==> src/three_queue_work_stealing_scheduler_defines.svh <==
// ----------------------------------------------------------------------------
// Assertion macros for the three-queue work-stealing scheduler
// Clocked concurrent checks that compile away when SYNTHESIS is defined.
// ----------------------------------------------------------------------------
`ifndef THREE_QUEUE_WORK_STEALING_SCHEDULER_DEFINES_SVH
`define THREE_QUEUE_WORK_STEALING_SCHEDULER_DEFINES_SVH

`ifndef SYNTHESIS

// Check a property on every rising edge outside reset
`define TQWS_ASSERT(lbl, clk, rst_n, prop) \
	lbl: assert property (@(posedge clk) disable iff (!(rst_n)) (prop)) \
		else $error("tqws assertion failed");

// Check that a condition never holds outside reset
`define TQWS_ASSERT_NEVER(lbl, clk, rst_n, cond) \
	lbl: assert property (@(posedge clk) disable iff (!(rst_n)) !(cond)) \
		else $error("tqws forbidden condition seen");

`else

`define TQWS_ASSERT(lbl, clk, rst_n, prop)
`define TQWS_ASSERT_NEVER(lbl, clk, rst_n, cond)

`endif

`endif

==> src/tqws_pkg.sv <==
// ----------------------------------------------------------------------------
// tqws_pkg
// Shared constants, codes and controller/datapath interface types.
// ----------------------------------------------------------------------------
package tqws_pkg;

	// Default sizing
	localparam int QUEUE_SLOTS_DEF = 16;
	localparam int TIME_BITS_DEF   = 4;

	// Fixed port widths
	localparam int NUM_QUEUES = 3;
	localparam int QSEL_W     = 2;
	localparam int TIME_W     = 4;
	localparam int CNT_W      = 4;

	// Queue codes
	localparam logic [QSEL_W-1:0] Q_A    = 2'd0;
	localparam logic [QSEL_W-1:0] Q_B    = 2'd1;
	localparam logic [QSEL_W-1:0] Q_C    = 2'd2;
	localparam logic [QSEL_W-1:0] Q_NONE = 2'd3;

	// Steal source codes
	localparam logic [QSEL_W-1:0] STEAL_NONE = 2'd0;
	localparam logic [QSEL_W-1:0] STEAL_A    = 2'd1;
	localparam logic [QSEL_W-1:0] STEAL_B    = 2'd2;
	localparam logic [QSEL_W-1:0] STEAL_C    = 2'd3;

	// Controller states
	typedef enum logic [1:0] {
		ST_IDLE,
		ST_EVAL,
		ST_LOAD,
		ST_DONE
	} tqws_state_t;

	// Commands from controller to datapath
	typedef struct packed {
		logic              accept;
		logic              eval;
		logic              load;
		logic              out_load;
		logic [QSEL_W-1:0] worker;
	} tqws_cmd_t;

	// Status from datapath to controller
	typedef struct packed {
		logic need_load;
	} tqws_stat_t;

	// Map a victim queue to its steal source code
	function automatic logic [QSEL_W-1:0] steal_code(input logic [QSEL_W-1:0] q);
		logic [QSEL_W-1:0] code;
		case (q)
			Q_A:     code = STEAL_A;
			Q_B:     code = STEAL_B;
			Q_C:     code = STEAL_C;
			default: code = STEAL_NONE;
		endcase
		return code;
	endfunction

endpackage

==> src/tqws_ctrl.sv <==
// ----------------------------------------------------------------------------
// tqws_ctrl
// Tick sequencer: accept, three worker phases, result hand-off.
// ----------------------------------------------------------------------------
`include "three_queue_work_stealing_scheduler_defines.svh"

module tqws_ctrl
	import tqws_pkg::*;
(
	input  logic       clk,
	input  logic       arst_n,
	input  logic       in_valid,
	output logic       in_ready,
	output logic       out_valid,
	input  logic       out_ready,
	input  tqws_stat_t stat,
	output tqws_cmd_t  cmd
);

	tqws_state_t       state_q, state_d;
	logic [QSEL_W-1:0] worker_q, worker_d;
	logic              out_valid_q, out_valid_d;

	// State, worker index and result valid registers
	always_ff @(posedge clk or negedge arst_n) begin
		if (!arst_n) begin
			state_q     <= ST_IDLE;
			worker_q    <= Q_A;
			out_valid_q <= 1'b0;
		end else begin
			state_q     <= state_d;
			worker_q    <= worker_d;
			out_valid_q <= out_valid_d;
		end
	end

	// Next state and commands
	always_comb begin
		state_d      = state_q;
		worker_d     = worker_q;
		cmd.accept   = 1'b0;
		cmd.eval     = 1'b0;
		cmd.load     = 1'b0;
		cmd.out_load = 1'b0;
		cmd.worker   = worker_q;
		in_ready     = 1'b0;
		case (state_q)
			ST_IDLE: begin
				in_ready = 1'b1;
				if (in_valid) begin
					cmd.accept = 1'b1;
					worker_d   = Q_A;
					state_d    = ST_EVAL;
				end
			end
			ST_EVAL: begin
				cmd.eval = 1'b1;
				if (stat.need_load) begin
					state_d = ST_LOAD;
				end else if (worker_q == Q_C) begin
					state_d = ST_DONE;
				end else begin
					worker_d = worker_q + 1'b1;
				end
			end
			ST_LOAD: begin
				cmd.load = 1'b1;
				if (worker_q == Q_C) begin
					state_d = ST_DONE;
				end else begin
					worker_d = worker_q + 1'b1;
					state_d  = ST_EVAL;
				end
			end
			ST_DONE: begin
				if (!out_valid_q || out_ready) begin
					cmd.out_load = 1'b1;
					state_d      = ST_IDLE;
				end
			end
			default: begin
				state_d = ST_IDLE;
			end
		endcase
	end

	// Hold the result until the transaction completes
	always_comb begin
		if (cmd.out_load) begin
			out_valid_d = 1'b1;
		end else if (out_ready) begin
			out_valid_d = 1'b0;
		end else begin
			out_valid_d = out_valid_q;
		end
	end

	assign out_valid = out_valid_q;

	`TQWS_ASSERT(a_accept_starts_a, clk, arst_n,
		(in_valid && in_ready) |=> (state_q == ST_EVAL && worker_q == Q_A))
	`TQWS_ASSERT(a_load_after_eval, clk, arst_n,
		(state_q == ST_LOAD) |-> ($past(state_q) == ST_EVAL))
	`TQWS_ASSERT(a_done_after_c, clk, arst_n,
		(state_q == ST_DONE) |-> (worker_q == Q_C))
	`TQWS_ASSERT_NEVER(a_no_overwrite, clk, arst_n,
		cmd.out_load && out_valid_q && !out_ready)

endmodule

==> src/tqws_dpath.sv <==
// ----------------------------------------------------------------------------
// tqws_dpath
// Deque pointers, task memory, worker timers and result registers.
// ----------------------------------------------------------------------------
module tqws_dpath
	import tqws_pkg::*;
#(
	parameter int QUEUE_SLOTS = QUEUE_SLOTS_DEF,
	parameter int TIME_BITS   = TIME_BITS_DEF
) (
	input  logic              clk,
	input  logic              arst_n,
	input  tqws_cmd_t         cmd,
	output tqws_stat_t        stat,
	input  logic              has_task,
	input  logic [TIME_W-1:0] task_time,
	output logic [QSEL_W-1:0] assigned_queue,
	output logic              overflow,
	output logic [TIME_W-1:0] remaining_a,
	output logic [TIME_W-1:0] remaining_b,
	output logic [TIME_W-1:0] remaining_c,
	output logic [QSEL_W-1:0] steal_src_a,
	output logic [QSEL_W-1:0] steal_src_b,
	output logic [QSEL_W-1:0] steal_src_c,
	output logic [CNT_W-1:0]  count_a,
	output logic [CNT_W-1:0]  count_b,
	output logic [CNT_W-1:0]  count_c
);

	localparam int PW    = (QUEUE_SLOTS > 1) ? $clog2(QUEUE_SLOTS) : 1;
	localparam int SW    = (TIME_BITS < TIME_W) ? TIME_BITS : TIME_W;
	localparam int DEPTH = NUM_QUEUES * QUEUE_SLOTS;
	localparam int AW    = $clog2(DEPTH);

	localparam logic [PW-1:0] LAST_SLOT = PW'(QUEUE_SLOTS - 1);

	// Circular pointer helpers
	function automatic logic [PW-1:0] ptr_inc(input logic [PW-1:0] p);
		return (p == LAST_SLOT) ? '0 : p + 1'b1;
	endfunction

	function automatic logic [PW-1:0] ptr_dec(input logic [PW-1:0] p);
		return (p == '0) ? LAST_SLOT : p - 1'b1;
	endfunction

	function automatic logic [AW-1:0] mem_addr(input logic [QSEL_W-1:0] q,
		input logic [PW-1:0] idx);
		return AW'(AW'(q) * AW'(QUEUE_SLOTS) + AW'(idx));
	endfunction

	logic [PW-1:0]     head_q [NUM_QUEUES];
	logic [PW-1:0]     tail_q [NUM_QUEUES];
	logic [SW-1:0]     rem_q  [NUM_QUEUES];
	logic [QSEL_W-1:0] steal_q [NUM_QUEUES];
	logic [QSEL_W-1:0] assigned_q;
	logic              overflow_q;
	logic [SW-1:0]     mem [DEPTH];
	logic [SW-1:0]     rdata_q;
	logic [PW-1:0]     cnt [NUM_QUEUES];

	// Per-deque occupancy, wrapping at the slot count
	always_comb begin
		for (int i = 0; i < NUM_QUEUES; i++) begin
			cnt[i] = (tail_q[i] >= head_q[i]) ? tail_q[i] - head_q[i]
				: tail_q[i] + PW'(QUEUE_SLOTS) - head_q[i];
		end
	end

	// Pick the emptiest deque for an arrival
	logic [QSEL_W-1:0] sel_q;
	logic              sel_full;
	logic              wr_en;
	logic [PW-1:0]     tail_next;
	logic [AW-1:0]     waddr;

	always_comb begin
		if (cnt[0] <= cnt[1] && cnt[0] <= cnt[2]) begin
			sel_q = Q_A;
		end else if (cnt[1] <= cnt[2]) begin
			sel_q = Q_B;
		end else begin
			sel_q = Q_C;
		end
		sel_full  = (cnt[sel_q] == LAST_SLOT);
		wr_en     = cmd.accept && has_task && !sel_full;
		tail_next = ptr_inc(tail_q[sel_q]);
		waddr     = mem_addr(sel_q, tail_next);
	end

	// Decide what the current worker does
	logic [QSEL_W-1:0] w;
	logic [QSEL_W-1:0] o1, o2, victim;
	logic              busy, do_pop, do_steal, rd_en;
	logic [AW-1:0]     raddr;

	always_comb begin
		w        = cmd.worker;
		o1       = (w == Q_A) ? Q_B : Q_A;
		o2       = (w == Q_C) ? Q_B : Q_C;
		victim   = (cnt[o1] >= cnt[o2]) ? o1 : o2;
		busy     = (rem_q[w] != '0);
		do_pop   = !busy && (cnt[w] != '0);
		do_steal = !busy && (cnt[w] == '0) && (cnt[victim] != '0);
		if (do_pop) begin
			raddr = mem_addr(w, ptr_inc(head_q[w]));
		end else begin
			raddr = mem_addr(victim, tail_q[victim]);
		end
		rd_en          = cmd.eval && (do_pop || do_steal);
		stat.need_load = do_pop || do_steal;
	end

	// Task memory: one write port, one registered read port
	always_ff @(posedge clk) begin
		if (wr_en) begin
			mem[waddr] <= task_time[SW-1:0];
		end
		if (rd_en) begin
			rdata_q <= mem[raddr];
		end
	end

	// Pointers and worker timers
	always_ff @(posedge clk or negedge arst_n) begin
		if (!arst_n) begin
			for (int i = 0; i < NUM_QUEUES; i++) begin
				head_q[i] <= '0;
				tail_q[i] <= '0;
				rem_q[i]  <= '0;
			end
		end else begin
			if (wr_en) begin
				tail_q[sel_q] <= tail_next;
			end
			if (cmd.eval) begin
				if (busy) begin
					rem_q[w] <= rem_q[w] - 1'b1;
				end else if (do_pop) begin
					head_q[w] <= ptr_inc(head_q[w]);
				end else if (do_steal) begin
					tail_q[victim] <= ptr_dec(tail_q[victim]);
				end
			end
			if (cmd.load) begin
				rem_q[w] <= rdata_q;
			end
		end
	end

	// Per-tick assignment and steal record
	always_ff @(posedge clk) begin
		if (cmd.accept) begin
			assigned_q <= (has_task && !sel_full) ? sel_q : Q_NONE;
			overflow_q <= has_task && sel_full;
			for (int i = 0; i < NUM_QUEUES; i++) begin
				steal_q[i] <= STEAL_NONE;
			end
		end else if (cmd.eval && do_steal) begin
			steal_q[w] <= steal_code(victim);
		end
	end

	// Result registers
	always_ff @(posedge clk) begin
		if (cmd.out_load) begin
			assigned_queue <= assigned_q;
			overflow       <= overflow_q;
			remaining_a    <= TIME_W'(rem_q[0]);
			remaining_b    <= TIME_W'(rem_q[1]);
			remaining_c    <= TIME_W'(rem_q[2]);
			steal_src_a    <= steal_q[0];
			steal_src_b    <= steal_q[1];
			steal_src_c    <= steal_q[2];
			count_a        <= CNT_W'(cnt[0]);
			count_b        <= CNT_W'(cnt[1]);
			count_c        <= CNT_W'(cnt[2]);
		end
	end

endmodule

==> src/three_queue_work_stealing_scheduler.sv <==
// ----------------------------------------------------------------------------
// three_queue_work_stealing_scheduler
// Three-deque task scheduler with per-worker timers and work stealing.
// ----------------------------------------------------------------------------
// Usage:
//   Each input transaction (in_valid/in_ready) is one scheduler tick. When
//   has_task is set, task_time is appended to the emptiest deque (ties A, B,
//   C); a full deque drops the task and flags overflow. Workers A, B and C
//   then run in order: count down, pop their own front, or steal the rear
//   of the fuller other deque.
//   One result transaction (out_valid/out_ready) follows every tick.
// Timing:
//   The accept cycle performs the arrival. Each worker phase then has an
//   evaluate state, followed by a load state when it pops or steals, since
//   the task memory read is registered. A done state then hands the result
//   to the output register, and the controller returns to idle, where the
//   next tick is taken.
// Reset and stall:
//   arst_n empties all deques and idles all workers; no clearing pass runs.
//   A stalled receiver holds the result; the next tick is still accepted
//   and runs to completion, then waits until the held result is taken.
// ----------------------------------------------------------------------------
module three_queue_work_stealing_scheduler
	import tqws_pkg::*;
#(
	parameter int QUEUE_SLOTS = QUEUE_SLOTS_DEF,
	parameter int TIME_BITS   = TIME_BITS_DEF
) (
	input  logic              clk,
	input  logic              arst_n,
	input  logic              in_valid,
	output logic              in_ready,
	input  logic              has_task,
	input  logic [TIME_W-1:0] task_time,
	output logic              out_valid,
	input  logic              out_ready,
	output logic [QSEL_W-1:0] assigned_queue,
	output logic              overflow,
	output logic [TIME_W-1:0] remaining_a,
	output logic [TIME_W-1:0] remaining_b,
	output logic [TIME_W-1:0] remaining_c,
	output logic [QSEL_W-1:0] steal_src_a,
	output logic [QSEL_W-1:0] steal_src_b,
	output logic [QSEL_W-1:0] steal_src_c,
	output logic [CNT_W-1:0]  count_a,
	output logic [CNT_W-1:0]  count_b,
	output logic [CNT_W-1:0]  count_c
);

	tqws_cmd_t  cmd;
	tqws_stat_t stat;

	// Tick sequencer
	tqws_ctrl u_ctrl (
		.clk       (clk),
		.arst_n    (arst_n),
		.in_valid  (in_valid),
		.in_ready  (in_ready),
		.out_valid (out_valid),
		.out_ready (out_ready),
		.stat      (stat),
		.cmd       (cmd)
	);

	// Deques, timers and result registers
	tqws_dpath #(
		.QUEUE_SLOTS (QUEUE_SLOTS),
		.TIME_BITS   (TIME_BITS)
	) u_dpath (
		.clk            (clk),
		.arst_n         (arst_n),
		.cmd            (cmd),
		.stat           (stat),
		.has_task       (has_task),
		.task_time      (task_time),
		.assigned_queue (assigned_queue),
		.overflow       (overflow),
		.remaining_a    (remaining_a),
		.remaining_b    (remaining_b),
		.remaining_c    (remaining_c),
		.steal_src_a    (steal_src_a),
		.steal_src_b    (steal_src_b),
		.steal_src_c    (steal_src_c),
		.count_a        (count_a),
		.count_b        (count_b),
		.count_c        (count_c)
	);

endmodule

==> config.mk <==
export PLATFORM = sky130hd
export DESIGN_NAME = three_queue_work_stealing_scheduler
export DESIGN_NICKNAME = d
export VERILOG_FILES = /design/src/tqws_pkg.sv /design/src/tqws_ctrl.sv /design/src/tqws_dpath.sv /design/src/three_queue_work_stealing_scheduler.sv
export VERILOG_INCLUDE_DIRS = /design/src /design/src/src
export SDC_FILE = /design/constraint.sdc
export NUM_CORES = 1
export LEC_CHECK = 0
export ABC_CLOCK_PERIOD_IN_PS = 4300
export BUFFER_PORTS_ARGS = -buffer_cell sky130_fd_sc_hd__buf_4
export CAP_MARGIN = 20
export CELL_PAD_IN_SITES_DETAIL_PLACEMENT = 0
export CELL_PAD_IN_SITES_GLOBAL_PLACEMENT = 1
export CORE_AREA = 2 2 175 177
export CTS_CLUSTER_DIAMETER = 80
export DETAILED_ROUTE_END_ITERATION = 10
export DIE_AREA = 0 0 177 179
export GPL_ROUTABILITY_DRIVEN = 0
export GPL_TIMING_DRIVEN = 0
export PLACE_DENSITY_LB_ADDON = 0.1
export SLEW_MARGIN = 40
export SYNTH_ARGS = -nofsm -noshare
export SYNTH_HDL_FRONTEND = slang
export SYNTH_SLANG_ARGS = --single-unit
==> constraint.sdc <==
create_clock -name clk -period 4.3 [get_ports clk]
set_input_delay 0.43 -clock clk [delete_from_list [all_inputs] [get_ports clk]]
set_output_delay 0.43 -clock clk [all_outputs]
set_load 0.05 [all_outputs]
==> impl_metrics.ini <==
[timing]
slew_headroom_pct = 41.00
fmax_mhz = 219.1
hold_violations = 0
min_period_ns = 4.564
setup_ws_ns = -0.2641
finalSetupViolations = 197
drv_slew = 0
rsz0062_at_grt = true
clock_skew_ns = 0.01216
tightest_slew_ns = 0.8817
post-route-period-util_pct = 106.1

[detailed_routing]
drt_drc_violations_left = 0
wire_per_inst_um = 24.24
drtPass1Iterations = 5
wl_um = 42810
vias = 10210
drtIter0Drc = 951
ant_nets = 0
via_per_inst = 5.783

[final_layout]
drive_above_1_share_pct = 37.66
nFillCells = 2392
num_antenna_cells = 0
final_nets = 1393
syn2layout_area_growth_pct = 36.51
mostFrequentLayoutCells = edfxtp_1, nand2_1, buf_4
final_common_cell = edfxtp_1
final_area_mm2 = 0.01837

[clocking]
root_buffer = clkbuf_16
numCtsBuffers = 31
clk_pin_slew_ns = 0.06
clock_latency_ns = 0.58
clock_sinks = 279
htreeDepth = 1
clock_tree.buffer_depth = 3
tritoncts = done

[floorplan]
core_area_mm2 = 0.03003
die_area_mm2 = 0.03168
die_w_um = 177
rows = 64
pin_count = 44
die_h_um = 179
initial_core_util_pct = 44.82

[synthesis]
synth_area_mm2 = 0.01346
synth_cells = 1133
yosys_register_bits = 279
synth-edff-count = 238
synth_nets = 1181
synthArstFlopShare_pct = 14.70
yosysUniqueCellTypes = 86
syn_area_per_cell_um2 = 11.88
synthFlopType = edfxtp_1
yosysWarnings = 0
yosysSeqAreaShare_pct = 60.72

[global_route]
grt_usage_pct = 26.89
grt_overflow_total = 0
grt_antenna_before_repair = 0
grt_max_degree = 49
grt_pass1_vias = 9989
grt_pass1_wl_um = 62290

[worst_hold_path]
hold_path_depth = 4
hp-class = input port to register
hold_end = u_ctrl.out_valid
hold_start = out_ready

[status]
violations = setup timing
status = finished, violations left

[place]
io_buffers = 43
hpwl_um = 27590
post_dp_cell_area_mm2 = 0.01472
post-place-ws_ns = -1.697

[worst_setup_path]
reg2reg_depth = 21
critPathMaxFanout = 7
r2r_start = u_dpath.tail_q[0]
critPathKind = register to register
endpoint_kind = register
cp.required_ns = 4.57
r2r_slack_ns = -0.26
timing.rr.end = u_dpath.mem[15][1]
startpoint_type = register
cp_data_arrival_time_ns = 4.84

[job]
maxCapViolCount = 0
-- cell families (layout without fill, tap and decap cells) --
kind of cell,count (synthesis),count (layout),synth area share (%)
AOI/OAI and AO/OA,209,209,10.86
and+or+nand+nor,420,420,14.72
buffers and inverters,108,345,3.728
xor gates and xnor gates,12,12,0.7809
muxes,64,64,5.243
adders and majority gates,41,41,3.951
DFF,279,279,60.72
-- critical path, stage by stage, from the launching register on --
cell and delay [ns]:
dfrtp_1 0.39, inv_2 0.10, ha_4 0.14, inv_2 0.04
fa_2 0.59, inv_2 0.06, ha_1 0.30, nor2b_1 0.13
o21a_1 0.16, o21a_1 0.18, o21a_2 0.29, mux2i_2 0.27
o21ai_4 0.11, ha_4 0.20, buf_12 0.13, a211o_1 0.22
o211ai_1 0.14, buf_6 0.23, buf_6 0.15, nand2b_4 0.06
buf_2 0.19, nor2_4 0.17
-- metal layers --
| metal | GRT usage, % | vias to the layer above | share of wire, % |
|---|---|---|---|
| li1 | - | 4686 | - |
| met2 | 46.06 | 395 | 49 |
| met1 | 34.16 | 5031 | 40 |
| met3 | 3.435 | 101 | 5.7 |
| met5 | 0 | - | 0 |
| met4 | 12.12 | 0 | 4.7 |
-- final cells by class --
class	count	area (um^2)	share of cell area (%)
tap	396	495.5	2.697
sequential	279	8182	44.53
inverter	45	175.2	0.9534
buffer	53	499.2	2.717
multi-input combinational	746	6320	34.40
timing repair buffer	189	1677	9.126
clock inverter	17	201.4	1.096
clock buffer	41	823.3	4.481
-- synthesized netlist by cell type (5+ instances only) --
cell       number  share of area, %
a211oi_1        7              0.39
a21oi_1        57               2.1
a22oi_1         5              0.28
a31oi_1        15              0.70
a32oi_1         7              0.46
and2_1         11              0.51
and3_1         12              0.56
buf_2          23              0.86
buf_4           6              0.33
buf_6           6              0.50
clkbuf_1       27              0.75
dfrtp_1        41               7.6
edfxtp_1      238                53
ha_1           36               3.3
inv_1          44               1.2
mux2_2         12               1.0
mux2i_1        47               3.5
nand2_1       179               5.0
nand2b_1        7              0.33
nand3_1        76               2.8
nand4_1        11              0.51
nor2_1         43               1.2
nor2b_1         9              0.42
nor3_1         22              0.82
nor4_1         25               1.2
o21a_1          8              0.45
o21ai_0        32               1.2
o21ai_1         5              0.19
o22ai_1        17              0.79
o2bb2ai_1       6              0.39
or3_1           7              0.33
xnor2_1         7              0.46
xor2_1          5              0.33
-- sequential cells by signal, indices dropped and copies added, names as in the netlist, 6 cells and up --
register         flops
u_dpath.head_q      12
u_dpath.steal_q      6
u_dpath.mem        192
u_dpath.tail_q      12
u_dpath.rem_q       12
-- metrics by stage --
step	util, %	std cells	hold slack, ns	TNS [ns]
CTS	58.44	1724	0.1406	-19.55
global placement	48.84	1572	0.4022	-199.28
global route	61.18	1766	0.1684	-62.58
floorplan	-	1133	0.1344	0
finish	61.18	1766	0.1635	-31.15
detailed placement	49.01	1573	0.4061	-199.17
-- worst max-delay path by stage --
stage | from | end | cells past startpoint
floorplan | u_dpath.tail_q[0] | u_dpath.mem[10][0] | 18
global placement | u_ctrl.worker_q[0] | u_dpath.rdata_q[2] | 19
detailed placement | u_ctrl.worker_q[0] | u_dpath.rdata_q[2] | 19
CTS | u_dpath.tail_q[0] | u_dpath.mem[22][3] | 18
global route | u_dpath.tail_q[0] | u_dpath.mem[18][2] | 18
finish | u_dpath.tail_q[0] | u_dpath.mem[15][1] | 21
-- what timing repair did --
action                                  4_1_cts  5_1_grt
endpoints found under the hold margin        41        0
cloned                                        1        1
pin swaps                                    68       76
gates resized for setup                     251       95
endpoints found under the setup margin      228      212
setup buffers                                98       44
hold buffers                                  1        0
Power is not shown: default switching activity piles up to over one toggle a cycle in this logic, so the estimate is an artifact.
